### src/sv/oda_pkg.sv
// shared constants and control types of the one-dimensional life automaton
package oda_pkg;

  localparam int WORD_BITS = 64;
  localparam int WORD_SHIFT = 6;

  localparam int CFG_W = 9;
  localparam logic [CFG_W-1:0] CELLS_IN_USE_RESET = 9'd256;

  localparam int PADDR_W = 3;
  localparam int PDATA_W = 32;
  localparam logic REG_CELLS_IN_USE = 1'b0;

  localparam logic CMD_LOAD = 1'b0;
  localparam logic CMD_STEP = 1'b1;

  typedef struct packed {
    logic load;
    logic step;
    logic emit;
  } oda_cmd_t;

  typedef struct packed {
    logic out_free;
    logic word_last;
  } oda_sts_t;

endpackage

### src/sv/oda_ctrl.sv
// controller: sequences loads, generation steps and the word-by-word output
module oda_ctrl (
  input  logic               clk_i,
  input  logic               rst_ni,
  input  logic               in_valid_i,
  input  logic               cmd_i,
  input  oda_pkg::oda_sts_t  sts_i,
  output logic               in_stall_o,
  output oda_pkg::oda_cmd_t  cmd_o
);
  import oda_pkg::*;

  localparam logic [0:0] ST_IDLE = 1'b0;
  localparam logic [0:0] ST_EMIT = 1'b1;

  logic [0:0] state_q, state_d;
  logic       emit;
  logic       ready;
  logic       accept;

  always_comb begin
    emit   = (state_q == ST_EMIT) && sts_i.out_free;
    // the next item may enter together with the final output beat
    ready  = (state_q == ST_IDLE) || (emit && sts_i.word_last);
    accept = in_valid_i && ready;

    cmd_o.load = accept && (cmd_i == CMD_LOAD);
    cmd_o.step = accept && (cmd_i == CMD_STEP);
    cmd_o.emit = emit;

    state_d = state_q;
    unique case (state_q)
      ST_IDLE: begin
        if (cmd_o.step) state_d = ST_EMIT;
      end
      ST_EMIT: begin
        if (cmd_o.step) state_d = ST_EMIT;
        else if (emit && sts_i.word_last) state_d = ST_IDLE;
      end
      default: state_d = ST_IDLE;
    endcase
  end

  assign in_stall_o = !ready;

  always_ff @(posedge clk_i or negedge rst_ni) begin
    if (!rst_ni) begin
      state_q <= ST_IDLE;
    end else begin
      state_q <= state_d;
    end
  end

endmodule

### src/sv/oda_dp.sv
// datapath: row, per-cell history, rule logic, word counter and output register
module oda_dp #(
  parameter int CELLS         = 256,
  parameter int HISTORY_DEPTH = 7
) (
  input  logic                        clk_i,
  input  logic                        rst_ni,
  input  oda_pkg::oda_cmd_t           cmd_i,
  output oda_pkg::oda_sts_t           sts_o,
  input  logic [oda_pkg::CFG_W-1:0]   cells_in_use_i,
  input  logic [1:0]                  word_index_i,
  input  logic [oda_pkg::WORD_BITS-1:0] seed_cells_i,
  input  logic                        out_stall_i,
  output logic                        out_valid_o,
  output logic [1:0]                  word_index_res_o,
  output logic [oda_pkg::WORD_BITS-1:0] row_cells_o,
  output logic                        last_o,
  output logic                        settled_o
);
  import oda_pkg::*;

  localparam int RW = (CELLS + WORD_BITS - 1) / WORD_BITS;
  localparam int WW = (RW > 1) ? $clog2(RW) : 1;
  localparam int PW = RW * WORD_BITS;
  localparam int AW = ($clog2(CELLS + 1) > CFG_W) ? $clog2(CELLS + 1) : CFG_W;
  localparam logic [HISTORY_DEPTH-1:0] HIST_ONES = {HISTORY_DEPTH{1'b1}};

  logic [CELLS-1:0]                     pend_q, pend_d;
  logic [CELLS-1:0][HISTORY_DEPTH-1:0]  hist_q, hist_d;
  logic [CELLS-1:0]                     flag_q;
  logic [WW-1:0]                        word_q;
  logic                                 acc_q;

  logic [AW-1:0]                        active;
  logic [WW-1:0]                        last_word;
  logic [CELLS-1:0]                     mask;
  logic [CELLS-1:0]                     cur;
  logic [CELLS+3:0]                     cur_pad;
  logic [CELLS-1:0]                     nxt;
  logic [CELLS-1:0][HISTORY_DEPTH-1:0]  hist_sh;
  logic [CELLS-1:0]                     flag;
  logic [PW-1:0]                        pend_pad;
  logic [PW-1:0]                        flag_pad;
  logic [WORD_BITS-1:0]                 word_row;
  logic                                 word_flag;

  logic                                 out_valid_q;
  logic [1:0]                           out_idx_q;
  logic [WORD_BITS-1:0]                 out_row_q;
  logic                                 out_last_q;
  logic                                 out_settled_q;

  // active width, clipped to the row
  always_comb begin
    if (AW'(cells_in_use_i) > AW'(CELLS)) active = AW'(CELLS);
    else active = AW'(cells_in_use_i);
    if (active == '0) last_word = '0;
    else last_word = WW'((active - AW'(1)) >> WORD_SHIFT);
  end

  // rule evaluation, one cell of logic per cell of the row
  always_comb begin
    logic [2:0] total;
    logic       nv;
    for (int i = 0; i < CELLS; i++) begin
      mask[i] = (AW'(i) < active);
      cur[i]  = pend_q[i] & mask[i];
    end
    cur_pad = {2'b00, cur, 2'b00};
    for (int i = 0; i < CELLS; i++) begin
      total = 3'(cur_pad[i]) + 3'(cur_pad[i+1]) + 3'(cur_pad[i+3]) + 3'(cur_pad[i+4]);
      if (cur_pad[i+2]) nv = (total == 3'd2) || (total == 3'd4);
      else nv = (total == 3'd2) || (total == 3'd3);
      nxt[i]     = nv & mask[i];
      hist_sh[i] = HISTORY_DEPTH'({hist_q[i], cur[i]});
      // next value differs from each of the last HISTORY_DEPTH values of the cell
      flag[i]    = mask[i] & (nxt[i] ? (hist_sh[i] == '0) : (hist_sh[i] == HIST_ONES));
    end
  end

  always_comb begin
    pend_d = pend_q;
    hist_d = hist_q;
    if (cmd_i.step) begin
      pend_d = nxt;
      hist_d = hist_sh;
    end else if (cmd_i.load) begin
      hist_d = '0;
      for (int i = 0; i < CELLS; i++) begin
        if ((i >> WORD_SHIFT) == int'(word_index_i)) begin
          pend_d[i] = seed_cells_i[i % WORD_BITS];
        end
      end
    end
  end

  always_ff @(posedge clk_i or negedge rst_ni) begin
    if (!rst_ni) begin
      pend_q <= '0;
      hist_q <= '0;
    end else begin
      pend_q <= pend_d;
      hist_q <= hist_d;
    end
  end

  always_ff @(posedge clk_i) begin
    if (cmd_i.step) flag_q <= flag;
  end

  // word selection for the output beat
  always_comb begin
    pend_pad  = PW'(pend_q);
    flag_pad  = PW'(flag_q);
    word_row  = pend_pad[word_q*WORD_BITS +: WORD_BITS];
    word_flag = |flag_pad[word_q*WORD_BITS +: WORD_BITS];
  end

  assign sts_o.out_free  = !out_valid_q || !out_stall_i;
  assign sts_o.word_last = (word_q == last_word);

  // word counter and running unsettled flag; a new step restarts both
  always_ff @(posedge clk_i or negedge rst_ni) begin
    if (!rst_ni) begin
      word_q <= '0;
      acc_q  <= 1'b0;
    end else if (cmd_i.step) begin
      word_q <= '0;
      acc_q  <= 1'b0;
    end else if (cmd_i.emit) begin
      word_q <= word_q + WW'(1);
      acc_q  <= acc_q | word_flag;
    end
  end

  always_ff @(posedge clk_i or negedge rst_ni) begin
    if (!rst_ni) begin
      out_valid_q <= 1'b0;
    end else if (cmd_i.emit) begin
      out_valid_q <= 1'b1;
    end else if (!out_stall_i) begin
      out_valid_q <= 1'b0;
    end
  end

  always_ff @(posedge clk_i) begin
    if (cmd_i.emit) begin
      out_idx_q     <= 2'(word_q);
      out_row_q     <= word_row;
      out_last_q    <= sts_o.word_last;
      out_settled_q <= sts_o.word_last & ~(acc_q | word_flag);
    end
  end

  assign out_valid_o      = out_valid_q;
  assign word_index_res_o = out_idx_q;
  assign row_cells_o      = out_row_q;
  assign last_o           = out_last_q;
  assign settled_o        = out_settled_q;

endmodule

### src/sv/one_d_life_automaton.sv
// top level of the radius-two one-dimensional life automaton
//
// input channel (in_valid_i / in_stall_o): one beat is a command. A load
// (cmd_i = 0) writes seed_cells_i into word word_index_i of the pending row
// and clears all cell history; it gives no output. A step (cmd_i = 1)
// makes the pending row current, shifts the history and computes the next
// row, then sends it on the output channel (out_valid_o / out_stall_i) as
// ceil(active/64) beats (one beat at zero width), one per cycle while the
// output is not stalled; the step passes the row register and the emit
// state before the first beat leaves the output word register. last_o
// marks the final beat, which also carries settled_o. The next command,
// also a new step, is taken in the same cycle as the final word of the row
// is written into the output word register. A stalled output holds its
// beat and the word sequencer waits. cells_in_use is written over the APB
// port at address 0, by the user only while idle; the block does not
// enforce this. Reset clears the row and history and sets cells_in_use to 256.
module one_d_life_automaton #(
  parameter int CELLS         = 256,
  parameter int HISTORY_DEPTH = 7
) (
  input  logic                            clk_i,
  input  logic                            rst_ni,
  input  logic                            psel,
  input  logic                            penable,
  input  logic                            pwrite,
  input  logic [oda_pkg::PADDR_W-1:0]     paddr,
  input  logic [oda_pkg::PDATA_W-1:0]     pwdata,
  output logic [oda_pkg::PDATA_W-1:0]     prdata,
  output logic                            pready,
  input  logic                            in_valid_i,
  output logic                            in_stall_o,
  input  logic                            cmd_i,
  input  logic [1:0]                      word_index_i,
  input  logic [oda_pkg::WORD_BITS-1:0]   seed_cells_i,
  output logic                            out_valid_o,
  input  logic                            out_stall_i,
  output logic [1:0]                      word_index_res_o,
  output logic [oda_pkg::WORD_BITS-1:0]   row_cells_o,
  output logic                            last_o,
  output logic                            settled_o
);
  import oda_pkg::*;

  logic [CFG_W-1:0] cells_q;
  logic             cfg_we;
  oda_cmd_t         cmd;
  oda_sts_t         sts;

  assign pready = 1'b1;
  assign cfg_we = psel && penable && pwrite && pready;

  always_ff @(posedge clk_i or negedge rst_ni) begin
    if (!rst_ni) begin
      cells_q <= CELLS_IN_USE_RESET;
    end else if (cfg_we && (paddr[2] == REG_CELLS_IN_USE)) begin
      cells_q <= pwdata[CFG_W-1:0];
    end
  end

  always_comb begin
    if (paddr[2] == REG_CELLS_IN_USE) prdata = PDATA_W'(cells_q);
    else prdata = '0;
  end

  oda_ctrl u_ctrl (
    .clk_i      (clk_i),
    .rst_ni     (rst_ni),
    .in_valid_i (in_valid_i),
    .cmd_i      (cmd_i),
    .sts_i      (sts),
    .in_stall_o (in_stall_o),
    .cmd_o      (cmd)
  );

  oda_dp #(
    .CELLS         (CELLS),
    .HISTORY_DEPTH (HISTORY_DEPTH)
  ) u_dp (
    .clk_i            (clk_i),
    .rst_ni           (rst_ni),
    .cmd_i            (cmd),
    .sts_o            (sts),
    .cells_in_use_i   (cells_q),
    .word_index_i     (word_index_i),
    .seed_cells_i     (seed_cells_i),
    .out_stall_i      (out_stall_i),
    .out_valid_o      (out_valid_o),
    .word_index_res_o (word_index_res_o),
    .row_cells_o      (row_cells_o),
    .last_o           (last_o),
    .settled_o        (settled_o)
  );

endmodule

### config.mk
export PLATFORM = sky130hd
export DESIGN_NAME = one_d_life_automaton
export DESIGN_NICKNAME = d
export VERILOG_FILES = /design/src/sv/oda_pkg.sv /design/src/sv/oda_ctrl.sv /design/src/sv/oda_dp.sv /design/src/sv/one_d_life_automaton.sv
export SDC_FILE = /design/constraint.sdc
export NUM_CORES = 2
export LEC_CHECK = 0
export ABC_AREA = 1
export BUFFER_PORTS_ARGS = -buffer_cell sky130_fd_sc_hd__buf_4
export CORE_ASPECT_RATIO = 1.75
export CORE_UTILIZATION = 35
export DETAILED_ROUTE_END_ITERATION = 8
export GPL_ROUTABILITY_DRIVEN = 0
export MAX_ROUTING_LAYER = met4
export PLACE_DENSITY_LB_ADDON = 0.05
export SLEW_MARGIN = 20
export SYNTH_ARGS = -nofsm -noshare
export SYNTH_HDL_FRONTEND = slang
export SYNTH_SLANG_ARGS = --single-unit
### constraint.sdc
create_clock -name clk_i -period 8.4 [get_ports clk_i]
set_input_delay 0.84 -clock clk_i [delete_from_list [all_inputs] [get_ports clk_i]]
set_output_delay 0.84 -clock clk_i [all_outputs]
set_load 0.1 [all_outputs]
# Word level (Yosys, flattened, before mapping)
# Cells that the tools add are included.
# op_classes
addsub	763
magnitude_cmp	257
eq_ne	1029
shift	2
n_mux	785
n_bitwise	774
n_reduce_logical	794
# op_table
op	n
$mux 1791	2
$eq 7x7->1 const B	256
$logic_not 7->1	256
$eq 3x2->1 const B	510
$add 3x1->3	506
$lt 8x9->1 const A	128
$mux 1	775
$and 1x1->1	769
$eq 3x3->1 const B	255
$lt 7x9->1 const A	64
$logic_or 1x1->1	514
$mux 256	2
$shiftx 256x9->64	2
$add 1x1->2	255
$lt 6x9->1 const A	32
$lt 5x9->1 const A	16
$lt 4x9->1 const A	8
$reduce_or 64->1	1
$lt 3x9->1 const A	4
$lt 1x9->1 const A	2
$lt 2x9->1 const A	2
$mux 9	2
$reduce_bool 2->1	6
$gt 9x9->1 const B	1
other kinds (17)	36
# word_totals
register_bits	2130
in_bits	109

# Longest topological paths before layout
# logic_depth
ltp_word	13
ltp_mapped	29

# Cells and area by module
# Synthesis repeated with hierarchy kept, for this count alone.
# unflattened
cells_unflattened	13508
area_unflattened_um2	115507.0
# modules_own_cells
mod	instances	cells_each	area_each_um2	seq_area_each_um2
oda_dp	1	13409	114778.8	54672.4
one_d_life_automaton	1	86	648.1	226.5
oda_ctrl	1	13	80.1	25.0

# Least setup slack after synthesis
# Ideal clock, no wire load.
# synth_path
path_kind	register to register
from	reg u_dp.out_valid_q, in the netlist u_dp.out_valid_o
to	reg u_dp.flag_q[0], in the netlist u_dp.flag_pad[0] (enable)
setup_ns	0.607
arrival_time_ns	8.447
setup_slack_ns	-0.654
stages_incl_launch_ff	12
path_buffers	4
cell_sequence	dfrtp_1 > nand2_1 > nand2_1 > inv_1 > nand3_2 > nand2_4 > nand3_1 > buf_4 > buf_6 > buf_2 > buf_2 > inv_1
# synth_lines
item	line	text
start: declaration	oda_dp.sv:47	logic out_valid_q;
start signal: assignment	oda_dp.sv:138	out_valid_q <= 1'b0;
start signal: assignment	oda_dp.sv:140	out_valid_q <= 1'b1;
start signal: assignment	oda_dp.sv:142	out_valid_q <= 1'b0;
end signal: assignment	oda_dp.sv:108	if (cmd_i.step) flag_q <= flag;
end: declaration	oda_dp.sv:30	logic [CELLS-1:0] flag_q;

# Final worst setup path
# layout_path
from	reg cells_q[8]
to	out in_stall_o
# layout_via
elab_chain_len	8
# layout_rtl
item	line	text
start: declaration	one_d_life_automaton.sv:44	logic [CFG_W-1:0] cells_q;
start signal: assignment	one_d_life_automaton.sv:56	cells_q <= pwdata[CFG_W-1:0];
$gt 9x9->1	oda_dp.sv:55	if (AW'(cells_in_use_i) > AW'(CELLS)) active = AW'(CELLS);
$mux 9 (*)	oda_dp.sv:55	
$sub 8x1->8 / $logic_not 9->1 (equally long branches)	oda_dp.sv:58, oda_dp.sv:57	
$mux 2 (*)	oda_dp.sv:57	if (active == '0) last_word = '0;
$eq 2x2->1 (*)	oda_dp.sv:120	assign sts_o.word_last = (word_q == last_word);
$logic_and 1x1->1 (*)	oda_ctrl.sv:24	ready = (state_q == ST_IDLE) || (emit && sts_i.word_last);
$logic_or 1x1->1 (*)	oda_ctrl.sv:24	
$logic_not 1->1 (*)	oda_ctrl.sv:44	assign in_stall_o = !ready;
end: declaration	one_d_life_automaton.sv:31	output logic in_stall_o,
# Mark *: on every way between the ends. The rest lies on a longest branch, timed or not.

==> out/qor.txt <==
outcome: complete, no violations
clk sink count: 2,130
First DRT Iteration DRCs: 9,450
# Post-CTS Setup Buffers: 0
worst-skew pair later-pin latency: 0.96 ns
overflow left after global routing: 0
final count of negative-setup-slack endpoints: 0
crit-path cells: inv_4, o21ai_4, inv_1, nor2_1, nand4_2, nand2_1, nand2_1, nand2_1, nand3_2, nand2_8, buf_4, inv_1, buf_4
CP Capture Type: primary output
worst hold endpoint: u_dp.out_valid_o
max-cap violation count: 0
Vias/cell: 5.62
post_cts resized: 0
Fin. Hold Viols: 0
r2r setup slk: 2.19 ns
#FFs+latches synth: 2,130
Top Ports: 212
mean area per synthesized cell: 8.30 um2
P_int: 31.8 mW
root buffer cell: clkbuf_16
vias: 107,000
Slew Limit Fails: 0
RSZ-0062 raised after global routing: no
reg2reg start: cells_q[8]
Starting Density: 0.352
post-synthesis cell area: 0.119 mm2
H-tree Lvls: 4
clock power share: 0.170
clock slew at reported path FFs: 0.07 ns
P_sw: 30.8 mW
slowest CP cell: dfstp_2
Worst Clk Skew: 0.0686 ns
Hold Path Class: in2reg
Core ar.: 0.338 mm2
Num CTS Buffers: 225
Reg2Reg Capture Point: u_dp.flag_pad[181]
Yosys top cell by area: dfrtp_1
Post-DRT Antenna Nets: 0
largest net degree at the start of global routing: 212
wirelength, routed: 509,000 um
initial antenna violation count: 51
worst rel slew slack: 0.0656
fillcell total: 34,100
measured slew at the worst slew-check pin: 1.40 ns
Pre-antenna DRT Iters: 6
post-synthesis cell count: 14,300
Worst Path Buf+Inv: 5
Seq. cell area: 0.0549 mm2
register area share after synthesis: 0.462
Die W: 443 um
Worst setup startpoint: cells_q[8]
first-pass GRT wire length: 727,000 um
buffers added on ports: 162
leakage power total: 63.2 nW
post-DR wirelength/cell: 26.8 um
top_reg_cell synth: dfrtp_1
Worst Hold Depth: 3
vias in the first global route: 105,000
Synth area leaders: dfrtp_1, inv_1, edfxtp_1, nand2_1, o22ai_1
post-synth cell types: 69
Setup TNS: 0 ns
Max Fclk: 156 MHz
hold path start: out_stall_i
Seq pwr share: 0.284
delay-heaviest family, CP: simple AND/OR/NAND/NOR gates
logic gate share of total power: 0.545
Multi-input gate area: 0.0504 mm2
Worst Path Required: 7.56 ns
clock buffer depth: 4
power density of the placed cells: 470 mW/mm2
fin crit period: 6.43 ns
Area growth syn-to-layout: 11.8%
CP max FO: 52
Worst path max stage delay: 0.83 ns
Non-Filler Instances: 19,000
Crit Path Class: reg2out
layout cells sized above 1: 0.0690
Post-synth EDFFs: 324
crit start category: flip-flop
synth warn: 0
maximum vdd drop: 255 uV
drc violations: 0
Core Rows: 282
CTS tree: built
Synth top area share: 0.380
Post-synth ARST share: 0.848
nets: 15,000
Final HPWL DP: 371,000 um
Cells after DPL: 18,500
Post-CTS Hold Fix Bufs: 1
crit share post-route: 0.766
Worst path most repeated cell: nand2_1
switch share: 0.492
Worst Path Arrival: 5.59 ns
gr usage total: 0.299
Die H: 773 um
die area: 0.342 mm2
cells on worst reg2reg path: 14
==> metrics by stage <==
step	hold slack, ns	utilization	power (mW)	setup slack, ns	area, um2
finish	0.171	0.394	62.6	1.97	133000
global route	0.152	0.394	67.2	1.86	133000
CTS	0.103	0.394	62.8	1.88	133000
detailed placement	0.465	0.371	51.8	2.19	125000
global placement	0.462	0.371	51.0	1.11	125000
floorplan	0.449	-	40.0	1.04	119000
==> cell usage after synthesis, types with 66 or more instances <==
cell and instances:
nand3_1 403, nor3_1 76, o21ai_0 536, ha_1 446
o22ai_1 1421, inv_1 2829, o2111ai_1 101, buf_4 73
nor2_1 841, nand2_1 2388, nand4_1 739, dfrtp_1 1805
nor4_1 345, o41ai_1 83, edfxtp_1 324, o21bai_1 132
buf_2 334, xor2_1 203, a21oi_1 432, fa_1 66
clkbuf_1 216
==> area by class of cell <==
| type | instances | share of cell area |
|---|---|---|
| Inverter | 2863 | 0.0810 |
| Clock buffer | 299 | 0.0472 |
| Clock inverter | 117 | 0.0100 |
| Sequential cell | 2130 | 0.413 |
| Timing Repair Buffer | 422 | 0.0282 |
| Multi-Input combinational cell | 8710 | 0.379 |
| Antenna cell | 31 | 0.000583 |
| Tap cell | 4402 | 0.0414 |
==> per-layer routing <==
metal / global-route usage / vias up / wire [um]
met4: 0.225 / 0 / 45900
met1: 0.330 / 53100 / 190000
li1: - / 48700 / -
met5: - / - / 0
met2: 0.493 / 3626 / 245000
met3: 0.0384 / 1268 / 27300
==> cell usage in the layout (no fill, tap or decap), types with 40 or more instances in the layout <==
| cell | synthesis | layout |
|---|---|---|
| inv_1 | 2829 | 2824 |
| nand2_1 | 2388 | 2379 |
| dfrtp_1 | 1805 | 1804 |
| o22ai_1 | 1421 | 1421 |
| nor2_1 | 841 | 839 |
| nand4_1 | 739 | 739 |
| o21ai_0 | 536 | 532 |
| ha_1 | 446 | 446 |
| a21oi_1 | 432 | 430 |
| nand3_1 | 403 | 402 |
| buf_4 | 73 | 375 |
| nor4_1 | 345 | 330 |
| edfxtp_1 | 324 | 324 |
| clkbuf_16 | 0 | 229 |
| xor2_1 | 203 | 203 |
| o21bai_1 | 132 | 132 |
| o2111ai_1 | 101 | 101 |
| o41ai_1 | 83 | 83 |
| nor3_1 | 76 | 73 |
| fa_1 | 66 | 66 |
| xnor2_1 | 50 | 50 |
| or2_2 | 49 | 49 |
| clkbuf_1 | 216 | 42 |
| buf_12 | 0 | 42 |
| a22o_1 | 41 | 41 |
| clkinv_2 | 0 | 41 |
| o21ai_1 | 37 | 40 |
==> worst max path at each step <==
stage,slack (ns),depth (start not counted),to
after floorplan,1.04,11,u_dp.flag_pad[0]
after global placement,1.11,17,u_dp.flag_pad[6]
after detailed placement,2.19,14,u_dp.flag_pad[181]
after CTS,1.88,13,in_stall_o
after global routing,1.86,13,in_stall_o
final,1.97,13,in_stall_o
==> flip-flops by register name (all words and copies together), names as in the netlist <==
register,count
u_ctrl.state_q,1
u_dp.flag_pad,256
u_dp.row_cells_o,64
u_dp.out_valid_o,1
cells_q,9
u_dp.last_o,1
u_dp.hist_q,1536
u_dp.pend_pad,256
u_dp.settled_o,1
u_dp.word_q,2
u_dp.acc_q,1
u_dp.word_index_res_o,2
==> worst min-delay path, stage by stage <==
cell and delay (ns):
buf_4 0.08, nand2_1 0.08, nand2_1 0.07
==> power groups by stage <==
stage	clock network [mW]	registers [mW]	logic, mW
2_1_floorplan	0	18.1	21.9
6_report	10.7	17.8	34.1
3_5_place_dp	0	17.9	33.9
4_1_cts	10.9	17.7	34.1
3_3_place_gp	0	17.7	33.2
5_1_grt	11.3	18.2	37.7
==> cells by family (layout without fill, tap and decap cells) <==
family	Yosys count	after routing	synth area share
simple gates	4943	4943	0.189
buf+inv	3517	3701	0.118
compound gates	2961	2961	0.154
flops	2130	2130	0.462
fa+ha+maj	512	512	0.0580
xor+xnor	253	253	0.0186
mux	17	17	0.00143
other cells	2	55	0.0000631
No activity file was read; power rests on OpenSTA's default activity.
